**src/sv/modular_inverse_defines.svh**
```systemverilog
// ----------------------------------------------------------------------------
// Modular inverse assertion macros
// Concurrent assertion helpers for the modular inverse block.
// ----------------------------------------------------------------------------
`ifndef MODULAR_INVERSE_DEFINES_SVH
`define MODULAR_INVERSE_DEFINES_SVH

`ifndef SYNTHESIS
// Same-cycle implication, checked on every rising edge outside reset.
`define MI_ASSERT_IMP(lbl, pre, post, msg) \
  lbl: assert property (@(posedge clk_i) disable iff (!rst_ni) (pre) |-> (post)) \
    else $error(msg);
// Next-cycle implication, checked on every rising edge outside reset.
`define MI_ASSERT_NXT(lbl, pre, post, msg) \
  lbl: assert property (@(posedge clk_i) disable iff (!rst_ni) (pre) |=> (post)) \
    else $error(msg);
`else
`define MI_ASSERT_IMP(lbl, pre, post, msg)
`define MI_ASSERT_NXT(lbl, pre, post, msg)
`endif

`endif

```
**src/sv/modinv_pkg.sv**
```systemverilog
// ----------------------------------------------------------------------------
// Modular inverse package
// Control and status types shared by the sequencer and the divider.
// ----------------------------------------------------------------------------
`timescale 1ns / 1ps
`default_nettype none

package modinv_pkg;

  // Command from the sequencer to the divider.
  typedef struct packed {
    logic start;
  } div_ctrl_t;

  // Status from the divider back to the sequencer.
  typedef struct packed {
    logic busy;
    logic done;
  } div_stat_t;

endpackage

`default_nettype wire

```
**src/sv/modinv_div.sv**
```systemverilog
// ----------------------------------------------------------------------------
// Modular inverse radix-2 divider
// One Euclid step: restoring division that also accumulates quotient * coef.
// ----------------------------------------------------------------------------
`timescale 1ns / 1ps
`default_nettype none

module modinv_div #(
  parameter int WORD_BITS = 32
) (
  input  wire logic                        clk_i,
  input  wire logic                        rst_ni,
  input  wire modinv_pkg::div_ctrl_t       ctrl_i,
  input  wire logic [WORD_BITS-1:0]        dividend_i,
  input  wire logic [WORD_BITS-1:0]        divisor_i,
  input  wire logic signed [WORD_BITS+1:0] coef_i,
  output modinv_pkg::div_stat_t            stat_o,
  output logic [WORD_BITS-1:0]             rem_o,
  output logic signed [WORD_BITS+1:0]      acc_o
);

  localparam int CoefW = WORD_BITS + 2;
  localparam int CntW  = $clog2(WORD_BITS);
  localparam logic [CntW-1:0] CntLast = CntW'(WORD_BITS - 1);

  logic                    busy_q, busy_d;
  logic                    done_q, done_d;
  logic [CntW-1:0]         cnt_q, cnt_d;
  logic [WORD_BITS-1:0]    div_q, div_d;
  logic [WORD_BITS-1:0]    dsr_q, dsr_d;
  logic signed [CoefW-1:0] cf_q, cf_d;
  logic [WORD_BITS-1:0]    rem_q, rem_d;
  logic signed [CoefW-1:0] acc_q, acc_d;

  logic [WORD_BITS:0]      trial;
  logic [WORD_BITS:0]      diff;
  logic                    ge;

  // The dividend shifts out one bit per cycle into the partial remainder.
  assign trial = {rem_q, div_q[WORD_BITS-1]};
  assign diff  = trial - {1'b0, dsr_q};
  assign ge    = trial >= {1'b0, dsr_q};

  always_comb begin
    busy_d = busy_q;
    done_d = 1'b0;
    cnt_d  = cnt_q;
    div_d  = div_q;
    dsr_d  = dsr_q;
    cf_d   = cf_q;
    rem_d  = rem_q;
    acc_d  = acc_q;
    if (ctrl_i.start) begin
      busy_d = 1'b1;
      cnt_d  = CntLast;
      div_d  = dividend_i;
      dsr_d  = divisor_i;
      cf_d   = coef_i;
      rem_d  = '0;
      acc_d  = '0;
    end else if (busy_q) begin
      div_d = {div_q[WORD_BITS-2:0], 1'b0};
      rem_d = ge ? diff[WORD_BITS-1:0] : trial[WORD_BITS-1:0];
      // Horner form of quotient * coef, most significant quotient bit first.
      acc_d = {acc_q[CoefW-2:0], 1'b0} + (ge ? cf_q : CoefW'(0));
      if (cnt_q == '0) begin
        busy_d = 1'b0;
        done_d = 1'b1;
      end else begin
        cnt_d = cnt_q - 1'b1;
      end
    end
  end

  always_ff @(posedge clk_i or negedge rst_ni) begin
    if (!rst_ni) begin
      busy_q <= 1'b0;
      done_q <= 1'b0;
      cnt_q  <= '0;
    end else begin
      busy_q <= busy_d;
      done_q <= done_d;
      cnt_q  <= cnt_d;
    end
  end

  always_ff @(posedge clk_i) begin
    div_q <= div_d;
    dsr_q <= dsr_d;
    cf_q  <= cf_d;
    rem_q <= rem_d;
    acc_q <= acc_d;
  end

  assign stat_o.busy = busy_q;
  assign stat_o.done = done_q;
  assign rem_o       = rem_q;
  assign acc_o       = acc_q;

endmodule

`default_nettype wire

```
**src/sv/modular_inverse.sv**
```systemverilog
// ----------------------------------------------------------------------------
// Modular inverse
// Inverse of a value modulo a configured modulus by extended Euclid.
// ----------------------------------------------------------------------------
//
//   Channel   Direction  Handshake                Payload
//   in        sink       in_valid_i / in_stall_o  value_i
//   out       source     out_valid_o / out_stall_i inverse_o, no_inverse_o
//   cfg       sink       cfg_we_i                 cfg_modulus_i
//
// Each Euclid step passes through the start, the divider, the wait for its done
// flag and the update; the radix-2 divider resolves one quotient bit per cycle.
// A transaction runs one step more than the Euclid steps, where the extra step
// is the initial reduction of the value. Moduli of 0 and 1 skip the divider
// and go straight to the finish state. Reset clears the sequencer and sets the
// modulus to 1. The block takes one transaction at a time; a finished result
// waits in the output register while the next transaction is already
// accepted and computed, and the sequencer holds its own result until the
// output register is free.
//
`timescale 1ns / 1ps
`default_nettype none
`include "modular_inverse_defines.svh"

module modular_inverse #(
  parameter int WORD_BITS = 32
) (
  input  wire logic                 clk_i,
  input  wire logic                 rst_ni,
  // Configuration write port.
  input  wire logic                 cfg_we_i,
  input  wire logic [WORD_BITS-1:0] cfg_modulus_i,
  // Input channel.
  input  wire logic                 in_valid_i,
  output logic                      in_stall_o,
  input  wire logic [WORD_BITS-1:0] value_i,
  // Output channel.
  output logic                      out_valid_o,
  input  wire logic                 out_stall_i,
  output logic [WORD_BITS-1:0]      inverse_o,
  output logic                      no_inverse_o
);

  localparam int CoefW = WORD_BITS + 2;

  typedef enum logic [2:0] {
    ST_IDLE,
    ST_START,
    ST_WAIT,
    ST_UPDATE,
    ST_FINISH
  } state_e;

  state_e                  state_q;
  logic [WORD_BITS-1:0]    mod_q;
  // Euclid state: r0 / r1 are the remainders, c0 / c1 the Bezout coefficients
  // of the value. Coefficients stay within (-2m, 2m), hence two extra bits.
  logic [WORD_BITS-1:0]    r0_q, r1_q;
  logic signed [CoefW-1:0] c0_q, c1_q;

  logic                    out_valid_q;
  logic [WORD_BITS-1:0]    inverse_q;
  logic                    no_inverse_q;

  modinv_pkg::div_ctrl_t   div_ctrl;
  modinv_pkg::div_stat_t   div_stat;
  logic [WORD_BITS-1:0]    div_rem;
  logic signed [CoefW-1:0] div_acc;

  logic                    in_accept;
  logic                    out_take;
  logic                    out_free;
  logic signed [CoefW-1:0] lifted;

  assign in_accept = in_valid_i && !in_stall_o;
  assign out_take  = out_valid_q && !out_stall_i;
  assign out_free  = !out_valid_q || !out_stall_i;

  assign div_ctrl.start = (state_q == ST_START);

  // Each division computes r0 / r1 and quotient * c1 at the same time.
  modinv_div #(
    .WORD_BITS (WORD_BITS)
  ) u_div (
    .clk_i      (clk_i),
    .rst_ni     (rst_ni),
    .ctrl_i     (div_ctrl),
    .dividend_i (r0_q),
    .divisor_i  (r1_q),
    .coef_i     (c1_q),
    .stat_o     (div_stat),
    .rem_o      (div_rem),
    .acc_o      (div_acc)
  );

  // A negative final coefficient is brought into range by one modulus.
  assign lifted = c0_q[CoefW-1] ? c0_q + $signed({2'b00, mod_q}) : c0_q;

  always_ff @(posedge clk_i or negedge rst_ni) begin
    if (!rst_ni) begin
      state_q      <= ST_IDLE;
      mod_q        <= WORD_BITS'(1);
      out_valid_q  <= 1'b0;
      inverse_q    <= '0;
      no_inverse_q <= 1'b0;
      r0_q         <= '0;
      r1_q         <= '0;
      c0_q         <= '0;
      c1_q         <= '0;
    end else begin
      if (cfg_we_i) begin
        mod_q <= cfg_modulus_i;
      end
      // In the finish state a taken result is replaced by the new one below.
      if (out_take && state_q != ST_FINISH) begin
        out_valid_q <= 1'b0;
      end
      unique case (state_q)
        ST_IDLE: begin
          if (in_accept) begin
            if (mod_q > WORD_BITS'(1)) begin
              // The first step, value / modulus with coefficients (1, 0), is
              // the reduction; it leaves r0 = m, r1 = value mod m, c = (0, 1).
              r0_q    <= value_i;
              r1_q    <= mod_q;
              c0_q    <= CoefW'(1);
              c1_q    <= '0;
              state_q <= ST_START;
            end else begin
              // Modulus of one gives inverse 0; modulus of zero has none.
              r0_q    <= mod_q;
              c0_q    <= '0;
              state_q <= ST_FINISH;
            end
          end
        end
        ST_START: begin
          state_q <= ST_WAIT;
        end
        ST_WAIT: begin
          if (div_stat.done) begin
            state_q <= ST_UPDATE;
          end
        end
        ST_UPDATE: begin
          r0_q <= r1_q;
          r1_q <= div_rem;
          c0_q <= c1_q;
          c1_q <= c0_q - div_acc;
          state_q <= (div_rem == '0) ? ST_FINISH : ST_START;
        end
        ST_FINISH: begin
          if (out_free) begin
            out_valid_q <= 1'b1;
            if (r0_q == WORD_BITS'(1)) begin
              inverse_q    <= lifted[WORD_BITS-1:0];
              no_inverse_q <= 1'b0;
            end else begin
              inverse_q    <= '0;
              no_inverse_q <= 1'b1;
            end
            state_q <= ST_IDLE;
          end
        end
        default: begin
          state_q <= ST_IDLE;
        end
      endcase
    end
  end

  assign in_stall_o   = (state_q != ST_IDLE);
  assign out_valid_o  = out_valid_q;
  assign inverse_o    = inverse_q;
  assign no_inverse_o = no_inverse_q;

  // The sequencer must never take a new transaction while the divider runs.
  `MI_ASSERT_IMP(a_div_busy_stalls, div_stat.busy, in_stall_o, "divider busy while idle")
  // An accepted transaction always occupies the sequencer on the next cycle.
  `MI_ASSERT_NXT(a_accept_busy, in_accept, in_stall_o, "accept did not start work")
  // A missing inverse is always reported as zero.
  `MI_ASSERT_IMP(a_none_zero, out_valid_o && no_inverse_o, inverse_o == '0,
                 "no-inverse result is not zero")
  // A valid inverse lies below the modulus.
  `MI_ASSERT_IMP(a_inv_range, out_valid_o && !no_inverse_o, inverse_o < mod_q,
                 "inverse not reduced")

endmodule

`default_nettype wire
```
**config.mk**
```make
export PLATFORM = sky130hd
export DESIGN_NAME = modular_inverse
export DESIGN_NICKNAME = d
export VERILOG_FILES = /design/src/sv/modinv_pkg.sv /design/src/sv/modinv_div.sv /design/src/sv/modular_inverse.sv
export VERILOG_INCLUDE_DIRS = /design/src /design/src/sv
export SDC_FILE = /design/constraint.sdc
export NUM_CORES = 1
export LEC_CHECK = 0
export BUFFER_PORTS_ARGS = -buffer_cell sky130_fd_sc_hd__buf_2
export CORE_ASPECT_RATIO = 0.7
export CORE_MARGIN = 5
export CORE_UTILIZATION = 50
export CTS_CLUSTER_SIZE = 28
export DETAILED_ROUTE_END_ITERATION = 6
export HOLD_SLACK_MARGIN = 0.08
export PLACE_DENSITY = 0.66
export SYNTH_ARGS = -nofsm -noshare
export SYNTH_HDL_FRONTEND = slang
export SYNTH_SLANG_ARGS = --single-unit
```
**constraint.sdc**
```tcl
create_clock -name clk_i -period 7.7 [get_ports clk_i]
set_input_delay 1.155 -clock clk_i [delete_from_list [all_inputs] [get_ports clk_i]]
set_output_delay 1.155 -clock clk_i [all_outputs]
set_load 0.05 [all_outputs]
```
Word level (Yosys, flattened, before mapping) --
Cells that the tools add are included.
Storage, ports and cells: register bits 372, word-level logic and storage cells 90
Operators by class: $add $sub $neg 5, order comparisons 2, equality and inequality tests 11, muxes and demuxes 37, reductions and logical operators 18
Operators with widths (count):
- 32-bit two-way mux | 9
- 34-bit two-way mux | 4
- 34-bit one-hot mux with 2 select lines | 2
- 32-bit one-hot mux with 2 select lines | 2
- 34-bit adder | 1
- 34-bit subtractor | 1
- 33-bit by 32-bit greater-or-equal comparator with 1-bit output | 1
- 32-bit adder | 1
- 32-bit by 1-bit equality test with 1-bit output, second input constant | 1
- 32-bit by 1-bit greater-than comparator with 1-bit output, second input constant | 1
- 32-bit logical NOT | 1
- 32-bit subtractor | 1
- 3-bit two-way mux | 5
- 5-bit two-way mux | 3
- 3-bit one-hot mux with 5 select lines | 1
- 1-bit two-way mux | 11
- 2-bit inequality test, second input constant | 4
- 3-bit by 2-bit equality test with 1-bit output, second input constant | 2
- 2-bit AND reduction | 3
- 3-bit AND reduction | 2
- 5-bit logical NOT | 1
- 5-bit by 1-bit subtractor with 5-bit output, second input constant | 1
- 2-bit nonzero test | 2
- 3-bit by 1-bit equality test with 1-bit output, second input constant | 1
- other kinds (8) | 12

Depth between registers and ports, before layout --
Gate-level depths: netlist (run 1).
depth after elaboration 6, mapped depth 25

Hierarchy --
From an unflattened synthesis (run 1), not the netlist that was laid out.
Unflattened totals: cells, all modules 2260, area total of the unflattened synthesis 21650.8 sq um
By module, submodules not included:
- modular_inverse | times used 1, cells each 1271, area an instance 11850.1 sq um, seq. area each 5031.1 sq um
- modinv_div | times used 1, cells each 989, area an instance 9800.6 sq um, seq. area each 4439.3 sq um

Least setup slack after synthesis (run 1) --
No wires, ideal clock.
path type register -> register, from register u_div.dsr_q[1], to register u_div.acc_q[31], in the netlist u_div.acc_o[31], library setup time 0.226 ns, arrival 5.505 ns, data required time 7.474 ns, path slack 1.969 ns, cell stages (with the launch flop) 25, period minus slack after synthesis 5.731 ns, cell sequence edfxtp_1 > inv_1 > ha_1 > nor2b_4 > o31a_1 > o41a_1 > o311a_4 > a211o_2 > a311oi_4 > a21oi_2 > clkbuf_1 > and2_1 > ha_1 > fa_1 > a21o_1 > a311o_1 > a31oi_1 > o21ai_0 > nand4_1 > a31oi_1 > a2111oi_0 > o21ai_0 > xor2_1 > mux2i_1 > nor2_1
Between the ends: cells in the longest elaborated chain, start to end 3
Ends and longest elaborated chain:
- start, declared | line modinv_div.sv:30 | logic [WORD_BITS-1:0] dsr_q, dsr_d;
- start signal, assigned | line modinv_div.sv:89 | dsr_q <= dsr_d;
- 33-bit by 32-bit greater-or-equal comparator with 1-bit output | line modinv_div.sv:42 | assign ge = trial >= {1'b0, dsr_q};
- 34-bit two-way mux | line modinv_div.sv:65 | acc_d = {acc_q[CoefW-2:0], 1'b0} + (ge ? cf_q : CoefW'(0));
- 34-bit adder | line modinv_div.sv:65
- end signal, assigned | line modinv_div.sv:92 | acc_q <= acc_d;
- end, declared | line modinv_div.sv:33 | logic signed [CoefW-1:0] acc_q, acc_d;
Every way passes these cells. A chain may end at the register's enable or synchronous reset.

Worst setup path after layout (run 1) --
from register u_div.dsr_q[1], to register u_div.acc_q[33], in the netlist u_div.acc_o[33]
Same word-level chain as after synthesis.

==> qor.yml, run 1 <==
clock_tree:
  clk_pin_slew_ns: 0.07
  cts_made_buffers: 38
  clkLatencyLatePin_ns: 0.56
  cts_buffer_depth: 3
  post_cts_buffers: 0
  cts_resized: 0
  hold_buffers: 0
  cts_tree: "done"
  cts_root_buffer: "clkbuf_16"
  clkSinkCount: 372
  htree_levels: 2
power_and_ir_drop:
  p_leak_nw: 11.0
  p_per_area_nw_per_um2: 452
  vdd_ir_drop_max_mv: 0.265
drt:
  drt-total-wl_mm: 57.8
  viasPerCell: 6.05
  met2WireLength_mm: 23.9
  dr.first_iter.drc_count: 1645
  first_pass_iters: 7
  top_layer: "met4"
  drt-met1-wl_mm: 27.5
  dr_wl_met3_mm: 5.06
  antenna_left: 0
  vias: 16700
  drc: 5
  wl_per_cell_microns: 20.9
placed_design:
  gp_congestion: 0.932
  port-buffer-count: 103
  place_inst: 2689
  dpl.hpwl_mm: 40.4
logic_synthesis:
  syn-num-nets: 2320
  synth_cell_types: 78
  ys_seq_elements: 372
  synthFlopType: "dfrtp_1"
  syn_area_sq_um: 20800
  synth-seq-area-share_pct: 45.6
  synthArstFlopShare_pct: 55.9
  ys_warn_count: 0
  syn_avg_cell_area_sq_um: 9.81
  synth-edff-count: 98
  syn_inst: 2117
sta:
  setup_violations: 0
  tightest_slew_ns: 1.29
  hold_viol: 0
  max_freq_ghz: 0.151
  skew_ns: 0.0213
  period_needed_ns: 6.64
  maxSlewHeadroom_pct: 13.6
  timing.final.crit_share_pct: 86.2
  report.final.slew_viol_count: 0
  rsz0062_at_grt: "no"
  tns_ns: 0
setup_path:
  ff2ff_path_depth: 23
  crit_fanout: 21
  crit_arrival_ns: 7.05
  crit_path_start_kind: "flip-flop"
  r2r_end: "u_div.acc_o[33]$_SDFFE_PP0P_"
  cp_top_family: "compound AO/OA/AOI/OAI gates"
  reg2reg_slack_ns: 1.06
  critPathCaptureType: "flip-flop"
  rr_startpoint: "u_div.dsr_q[1]$_DFFE_PP_"
  cp_data_required_time_ns: 8.11
  slowest_delay_ns: 0.55
  path_class: "reg2reg"
  cp_slowest_cell: "a2111oi_0"
  crit_buf_inv: 1
  path_cells: "inv_1 -> ha_1 -> nor2b_4 -> o31a_1 -> o41a_1 -> o311a_4 -> a211o_2 -> a311oi_4 -> a21oi_4 -> and2_1 -> ha_1 -> fa_1 -> a21o_1 -> a311o_1 -> a31oi_1 -> o21ai_0 -> nand4_1 -> a31oi_1 -> a2111oi_0 -> o211ai_1 -> a21oi_1 -> xnor2_1 -> a21oi_1"
floorplanning:
  num_rows: 62
  chipWidth_microns: 254
  dieArea_sq_um: 45800
  die_y_microns: 181
  start_util_pct: 50.6
  io_pins: 104
  coreArea_sq_um: 41000
layout:
  syn2layout_area_growth_pct: 11.0
  antenna_cells: 0
  stdcell_count: 2759
  layout.nets: 2388
  layout-drive-gt1-share_pct: 11.2
min_path:
  hp-start: "c1_q[4]$_DFFE_PN0P_"
  min_to: "u_div.cf_q[4]$_DFFE_PP_"
  hp-class: "reg2reg"
  min_path_cells: 0
grt:
  track_usage_pct: 24.8
  grt_max_degree: 165
  antenna_found_initial: 0
  overflow: 0
  grt_pass1_vias: 15900
  grt_pass1_wl_mm: 91.3
outcome:
  violations: "design-rule violations"
  status: "finished with violations"
flow_run:
  maxCapViolCount: 0
==> how the worst max path moves through the flow <==
stage	slack, ns	cells past startpoint	end	startpoint
2_1_floorplan	1.97	24	u_div.acc_o[31]$_SDFFE_PP0P_	u_div.dsr_q[1]$_DFFE_PP_
3_3_place_gp	1.41	23	u_div.acc_o[33]$_SDFFE_PP0P_	u_div.dsr_q[1]$_DFFE_PP_
3_5_place_dp	1.22	23	u_div.acc_o[33]$_SDFFE_PP0P_	u_div.dsr_q[1]$_DFFE_PP_
4_1_cts	1.19	23	u_div.acc_o[33]$_SDFFE_PP0P_	u_div.dsr_q[1]$_DFFE_PP_
5_1_grt	0.78	23	u_div.acc_o[33]$_SDFFE_PP0P_	u_div.dsr_q[1]$_DFFE_PP_
6_report	1.06	23	u_div.acc_o[33]$_SDFFE_PP0P_	u_div.dsr_q[1]$_DFFE_PP_
==> kinds of logic after synthesis <==
logic type | count (synthesis) | synth area share, %
AO/OA/AOI/OAI | 594 | 19.9
XOR/XNOR | 115 | 4.85
adder cells (fa/ha/maj) | 134 | 8.22
buffers and inverters | 251 | 4.67
flip-flops | 372 | 45.6
multiplexers | 83 | 4.20
AND/OR/NAND/NOR | 568 | 12.5
==> layout by cell type (no fill, tap or decap), types with 66 or more instances in the layout <==
cell,n
dfxtp_1,66
a21o_1,79
dfrtp_1,206
xnor2_1,75
buf_2,102
edfxtp_1,98
ha_1,130
inv_1,160
o21ai_0,142
a21oi_1,122
nor2_1,113
nand2_1,256
==> area by class of cell <==
type	instances	area, sq um
clock inverter	19	220
clock buffer	51	1050
tap	544	681
timing repair buffer	117	643
sequential	372	9470
multi-input combinational	1494	10400
inverter	162	611
fill	3565	18000
==> stage by stage <==
stage	util, %	cell area (sq um)	hold WS (ns)	setup slack, ns	power [mW]
CTS	56.2	23100	0.474	1.19	10.4
finish	56.2	23100	0.474	1.06	10.4
global route	56.2	23100	0.484	0.776	11.2
detailed placement	53.1	21800	0.459	1.22	8.42
floorplan	-	20800	0.447	1.97	7.09
global placement	53.1	21800	0.454	1.41	8.28
==> sequential cells by signal, summed over array words and instances, names as in the netlist, 34 cells and up <==
register     cells
c0_q            34
c1_q            34
u_div.cf_q      34
u_div.acc_o     34
==> power by group <==
| part | leakage, nW | internal, mW | switching (mW) |
|---|---|---|---|
| combinational | 6.20 | 2.06 | 3.09 |
| clock | 0.630 | 1.10 | 0.819 |
| sequential | 4.20 | 2.80 | 0.558 |
==> synth_stat cells (all sizes together), types with 59 or more instances <==
master	n	area, sq um
a21o	79	593
a21oi	125	633
a222oi	59	591
clkbuf	75	282
dfrtp	207	5180
dfxtp	66	1320
edfxtp	98	2940
ha	130	1630
inv	161	604
nand2	256	961
nor2	114	428
o21ai	146	734
xnor2	75	657
==> routing by layer <==
metal | vias to the layer above | global-route usage, %
li1 | 7828 | -
met1 | 8127 | 38.5
met2 | 651 | 35.3
met3 | 75 | 5.54
met4 | 0 | 5.71
met5 | - | 0
==> worst reg2reg max path, delay by kind of cell (launching register included) <==
family,cells,cell delay (ns)
AND/OR/NAND/NOR,3,0.62
buffers and inverters,1,0.08
flip-flops,1,0.43
adder cells (fa/ha/maj),3,0.85
AO/OA/AOI/OAI,15,4.37
XOR/XNOR,1,0.15
No activity file was read; power rests on OpenSTA's default activity.
==> run 2: changes to the inputs <==
clock period = 8.32 ns   (was 7.7 ns; I/O delays follow)
==> qor.yml, run 2 (synthesized netlist as in run 1, its figures left out) <==
clock_tree:
  clkSinkCount: 372  # unchanged
  hold_buffers: 0  # unchanged
  htree_levels: 2  # unchanged
  post_cts_buffers: 0  # unchanged
  clk_pin_slew_ns: 0.07  # about the same
  cts_made_buffers: 38  # unchanged
  clkLatencyLatePin_ns: 0.56  # about the same
  cts_tree: "done"
  cts_buffer_depth: 3  # unchanged
  cts_resized: 0  # unchanged
  cts_root_buffer: "clkbuf_16"
layout:
  layout.nets: 2389  # +0.042%
  syn2layout_area_growth_pct: 11.1  # about the same
  multi_input_area_sq_um: 10400  # unchanged
  fillers: 3585  # +0.56%
  antenna_cells: 0  # unchanged
  layout-drive-gt1-share_pct: 11.3  # +0.085 points
  stdcell_count: 2760  # +0.036%
  seq_area_sq_um: 9470  # unchanged
  layout_commonest_cell: "nand2_1"
  finalInstanceArea_sq_um: 23100  # about the same
  final_cell_mix: "nand2_1, dfrtp_1, inv_1"
min_path:
  min_path_cells: 0  # unchanged
  hp-class: "reg2reg"
drt:
  vias: 16600  # -0.33%
  drc: 0  # -5
  antenna_left: 0  # unchanged
  drt-total-wl_mm: 57.9  # +0.23%
  wl_per_cell_microns: 21.0  # +0.19%
  viasPerCell: 6.02  # -0.37%
  first_pass_iters: 7  # unchanged
  dr.first_iter.drc_count: 1895  # +15%
floorplanning:
  coreArea_sq_um: 41000  # unchanged
  num_rows: 62  # unchanged
  chipWidth_microns: 254  # unchanged
  die_y_microns: 181  # unchanged
  io_pins: 104  # unchanged
  dieArea_sq_um: 45800  # unchanged
  start_util_pct: 50.6  # unchanged
sta:
  tightest_slew_ns: 1.24  # -0.0556 ns
  hold_viol: 0  # unchanged
  rsz0062_at_grt: "no"
  max_freq_ghz: 0.151  # +0.24%
  report.final.slew_viol_count: 0  # unchanged
  skew_ns: 0.0367  # +0.0154 ns
  period_needed_ns: 6.62  # -0.0157 ns
  tns_ns: 0  # unchanged
  setup_violations: 0  # unchanged
  maxSlewHeadroom_pct: 17.3  # +3.7 points
  holdWs_ns: 0.458  # -0.0167 ns
  timing.final.crit_share_pct: 79.6  # -6.6 points
power_and_ir_drop:
  switching_share_pct: 42.7  # -0.16 points
  p_leak_nw: 11.0  # +0.13%
  vdd_ir_drop_max_mv: 0.238  # -10%
  clkPwrFrac_pct: 18.5  # about the same
  power.internal_mw: 5.53  # -7.2%
  seq_power_share_pct: 32.2  # about the same
  fin_total_pwr_mw: 9.65  # -7.4%
  comb_power_share_pct: 49.3  # about the same
  p_per_area_nw_per_um2: 418  # -7.5%
  p_sw_mw: 4.12  # -7.8%
setup_path:
  path_depth: 23  # unchanged
  cp_top_family: "compound AO/OA/AOI/OAI gates"
  reg2reg_slack_ns: 1.70  # +0.64 ns
  path_cells: "inv_1 -> ha_1 -> nor2b_4 -> o31a_1 -> o41a_1 -> o311a_4 -> a211o_2 -> a311oi_4 -> a21oi_4 -> and2_1 -> ha_1 -> fa_1 -> a21o_1 -> a311o_1 -> a31oi_1 -> o21ai_0 -> nand4_1 -> a31oi_1 -> a2111oi_0 -> o211ai_1 -> a21oi_1 -> xnor2_1 -> a21oi_1"
  slowest_delay_ns: 0.55  # about the same
  crit_path_start_kind: "flip-flop"
  cp_data_required_time_ns: 8.71  # +0.60 ns
  crit_buf_inv: 1  # unchanged
  r2r_end: "u_div.acc_o[33]$_SDFFE_PP0P_"
  crit_path_start: "u_div.dsr_q[1]$_DFFE_PP_"
  critPathCaptureType: "flip-flop"
  cp_slowest_cell: "a2111oi_0"
  crit_arrival_ns: 7.01  # -0.04 ns
  ff2ff_path_depth: 23  # unchanged
  crit_fanout: 21  # unchanged
  rr_startpoint: "u_div.dsr_q[1]$_DFFE_PP_"
  crit_end: "u_div.acc_o[33]$_SDFFE_PP0P_"
  path_class: "reg2reg"
placed_design:
  gp_congestion: 0.936  # +0.35%
  place_inst: 2690  # +0.037%
  dpl.hpwl_mm: 40.4  # about the same
  place_area_sq_um: 21800  # about the same
  port-buffer-count: 103  # unchanged
outcome:
  status: "complete, no violations"
grt:
  track_usage_pct: 24.8  # +0.055 points
  grt_max_degree: 87  # -47%
  overflow: 0  # unchanged
  grt_pass1_vias: 15900  # +0.38%
  antenna_found_initial: 0  # unchanged
  grt_pass1_wl_mm: 91.5  # +0.16%
flow_run:
  maxCapViolCount: 0  # unchanged
## run 2: changes by cell type in the layout (fill, tap and decap cells not counted)
cell,change
inv_4,-3
clkinvlp_4,-1
clkbuf_8,+6
bufinv_16,-1
buf_4,+2
clkbuf_1,-2
clkinv_1,+1
buf_12,-1
## run 2: worst min-delay path by stage
stage / startpoint / end / slack, ns
finish: c1_q[0]$_DFFE_PN0P_ / u_div.cf_q[0]$_DFFE_PP_ / 0.46
CTS: c1_q[0]$_DFFE_PN0P_ / u_div.cf_q[0]$_DFFE_PP_ / 0.45
global placement: c1_q[4]$_DFFE_PN0P_ / u_div.cf_q[4]$_DFFE_PP_ / 0.46
global route: c1_q[5]$_DFFE_PN0P_ / u_div.cf_q[5]$_DFFE_PP_ / 0.48
detailed placement: c1_q[5]$_DFFE_PN0P_ / u_div.cf_q[5]$_DFFE_PP_ / 0.46
floorplan: c1_q[10]$_DFFE_PN0P_ / u_div.cf_q[10]$_DFFE_PP_ / 0.45
## run 2: final cells by class
cell class	count	share of cell area [%]
Multi-Input combinational cell	1494	45.0
Tap cell	544	2.95
Timing Repair Buffer	118	2.77
Clock inverter	15	0.727
Sequential cell	372	41.1
Inverter	162	2.65
Clock buffer	55	4.88
## run 2: worst register-to-register path, stage by stage, from the launching register on
cell	delay, ns
edfxtp_1	0.42
inv_1	0.08
ha_1	0.23
nor2b_4	0.13
o31a_1	0.27
o41a_1	0.36
o311a_4	0.37
a211o_2	0.35
a311oi_4	0.42
a21oi_4	0.24
and2_1	0.24
ha_1	0.20
fa_1	0.41
a21o_1	0.23
a311o_1	0.41
a31oi_1	0.29
o21ai_0	0.28
nand4_1	0.24
a31oi_1	0.17
a2111oi_0	0.55
o211ai_1	0.14
a21oi_1	0.21
xnor2_1	0.14
a21oi_1	0.09
## run 2: metrics by stage
stage | utilization, % | setup WS, ns
floorplan | - | 2.59
global placement | 53.1 | 2.01
detailed placement | 53.1 | 1.84
CTS | 56.2 | 1.81
global route | 56.2 | 1.36
finish | 56.2 | 1.70
## run 2: power groups by stage
| stage | Sequential [mW] | Combinational, mW | Clock (mW) |
|---|---|---|---|
| floorplan | 2.91 | 3.65 | 0 |
| global route | 3.17 | 5.26 | 1.90 |
| CTS | 3.10 | 4.71 | 1.82 |
| finish | 3.11 | 4.75 | 1.79 |
| global placement | 3.11 | 4.55 | 0 |
| detailed placement | 3.13 | 4.67 | 0 |
## run 2: per-layer routing
metal | part of all wire [%] | track usage, % | routed length [microns] | vias up
met5 | 0 | 0 | 0 | -
met4 | 2.4 | 5.93 | 1370 | 0
met3 | 7.7 | 4.04 | 4490 | 88
met2 | 41 | 35.1 | 23800 | 626
met1 | 49 | 39.6 | 28300 | 8076
li1 | - | - | - | 7836
==> run 3: changes to the inputs <==
PLACE_DENSITY = 0.69   (was 0.66)
clock period = 5.75 ns   (was 8.32 ns; I/O delays follow)
==> qor.yml, run 3 (synthesized netlist as in run 1, its figures left out) <==
outcome:
  status: "finished with violations"
  violations: "design-rule violations, negative setup slack"
floorplanning:
  num_rows: 62  # unchanged
  die_y_microns: 181  # unchanged
  dieArea_sq_um: 45800  # unchanged
  start_util_pct: 50.6  # unchanged
  chipWidth_microns: 254  # unchanged
  io_pins: 104  # unchanged
  coreArea_sq_um: 41000  # unchanged
layout:
  layout-drive-gt1-share_pct: 14.6  # +3.4 points
  layout_commonest_cell: "nand2_1"
  layout.nets: 2455  # +2.8%
  stdcell_count: 2825  # +2.4%
  final_cell_mix: "nand2_1, dfrtp_1, inv_1"
  syn2layout_area_growth_pct: 14.2
  antenna_cells: 0  # unchanged
  fillers: 3527  # -1.6%
sta:
  timing.final.crit_share_pct: 101  # +22 points
  period_needed_ns: 5.82  # -0.800 ns
  rsz0062_at_grt: "yes"
  maxSlewHeadroom_pct: 24.5  # +7.3 points
  max_freq_ghz: 0.172  # +14%
  tightest_slew_ns: 1.12  # -0.120 ns
  fin_ws_ns: -0.0721  # -1.77 ns
  skew_ns: 0.0270  # -0.00962 ns
  tns_ns: -0.139  # -0.139 ns
  setup_violations: 2  # +2
  hold_viol: 0  # unchanged
  report.final.slew_viol_count: 0  # unchanged
drt:
  first_pass_iters: 7  # unchanged
  dr.first_iter.drc_count: 1959  # +3.4%
  vias: 17100  # +2.9%
  drc: 4  # +4
  antenna_left: 0  # unchanged
  drt-total-wl_mm: 59.8  # +3.2%
  wl_per_cell_microns: 21.2  # +0.86%
  viasPerCell: 6.06  # +0.56%
grt:
  track_usage_pct: 25.8  # +0.96 points
  grt_pass1_vias: 16600  # +4.1%
  grt_pass1_wl_mm: 94.9  # +3.7%
  antenna_found_initial: 0  # unchanged
  grt_max_degree: 109  # +25%
  overflow: 0  # unchanged
placed_design:
  place_inst: 2745  # +2.0%
  gp_congestion: 0.910  # -2.7%
  port-buffer-count: 103  # unchanged
  dpl.hpwl_mm: 42.0  # +3.9%
  preCtsSetupSlack_ns: -0.210  # -2.05 ns
setup_path:
  ff2ff_path_depth: 26  # +13%
  cp_data_required_time_ns: 6.15  # -2.56 ns
  critPathCaptureType: "flip-flop"
  slowest_delay_ns: 0.47  # -0.08 ns
  path_class: "reg2reg"
  rr_startpoint: "u_div.dsr_q[1]$_DFFE_PP_"
  crit_path_start: "u_div.dsr_q[1]$_DFFE_PP_"
  reg2reg_slack_ns: -0.07  # -1.77 ns
  cp_slowest_cell: "o41a_1"
  crit_arrival_ns: 6.22  # -0.79 ns
  crit_fanout: 6  # -71%
  r2r_end: "u_div.acc_o[33]$_SDFFE_PP0P_"
  crit_path_start_kind: "flip-flop"
flow_run:
  maxCapViolCount: 0  # unchanged
clock_tree:
  cts_made_buffers: 38  # unchanged
  clk_pin_slew_ns: 0.07  # about the same
  clkSinkCount: 372  # unchanged
  clkLatencyLatePin_ns: 0.55  # about the same
  cts_root_buffer: "clkbuf_16"
  cts_tree: "done"
  cts_buffer_depth: 3  # unchanged
  htree_levels: 2  # unchanged
min_path:
  hp-class: "in2async"
power_and_ir_drop:
  p_per_area_nw_per_um2: 606  # +45%
  p_leak_nw: 11.4  # +3.0%
  vdd_ir_drop_max_mv: 0.336  # +41%
run 3: changes by cell type in the layout (fill, tap and decap cells not counted), sizes merged:
cell      change
clkinvlp      +5
clkinv        -2
buf          +66
clkbuf        -4
run 3: power by group:
part | switching, mW | internal, mW
combinational | 4.33 | 3.01
clock | 1.09 | 1.50
sequential | 0.705 | 3.74
run 3: area by class of cell:
type | instances | area (sq um) | share of cell area [%]
sequential | 372 | 9470 | 39.9
timing repair buffer | 184 | 1150 | 4.86
clock buffer | 51 | 1110 | 4.69
tap | 544 | 681 | 2.87
inverter | 162 | 611 | 2.57
multi-input combinational | 1494 | 10500 | 44.3
clock inverter | 18 | 184 | 0.775
run 3: metrics by stage:
step / util, % / hold WS [ns] / total power [mW] / instance area [sq um]
2_1_floorplan: - / 0.447 / 9.49 / 20800
3_3_place_gp: 54.1 / 0.455 / 11.3 / 22200
3_5_place_dp: 54.1 / 0.459 / 11.5 / 22200
4_1_cts: 57.4 / 0.394 / 14.2 / 23500
5_1_grt: 57.8 / 0.440 / 15.4 / 23700
6_report: 57.8 / 0.346 / 14.4 / 23700
run 3: worst max-delay path, delay by kind of cell, from the launching register on:
| kind | cells | cell delay, ns |
|---|---|---|
| AOI/OAI and AO/OA | 15 | 3.58 |
| xor gates and xnor gates | 1 | 0.13 |
| DFF | 1 | 0.40 |
| adders and majority gates | 2 | 0.45 |
| and+or+nand+nor | 3 | 0.42 |
| buffers and inverters | 5 | 0.67 |
run 3: worst max path at each step:
| stage | to | slack (ns) | cells past startpoint |
|---|---|---|---|
| 6_report | u_div.acc_o[33]$_SDFFE_PP0P_ | -0.07 | 26 |
| 5_1_grt | u_div.acc_o[33]$_SDFFE_PP0P_ | -0.26 | 25 |
| 4_1_cts | u_div.acc_o[33]$_SDFFE_PP0P_ | 0.02 | 26 |
| 3_5_place_dp | u_div.acc_o[33]$_SDFFE_PP0P_ | -0.21 | 25 |
| 3_3_place_gp | u_div.acc_o[33]$_SDFFE_PP0P_ | -0.11 | 25 |
| 2_1_floorplan | u_div.acc_o[31]$_SDFFE_PP0P_ | 0.02 | 24 |
run 3: timing repair:
action                                  in CTS  in global routing
resized for setup                            6                 24
buffers inserted                             1                 10
gates cloned                                 0                  0
endpoints found under the setup margin       3                  6
hold buffers                                 0                  0
pin swaps                                    6                 23
run 3: layer usage:
metal	vias up	wire length [microns]	GRT usage, %
li1	7973	-	-
met1	8360	29000	40.4
met4	0	1700	7.17
met5	-	0	0
met3	102	4870	5.22
met2	678	24300	36.2
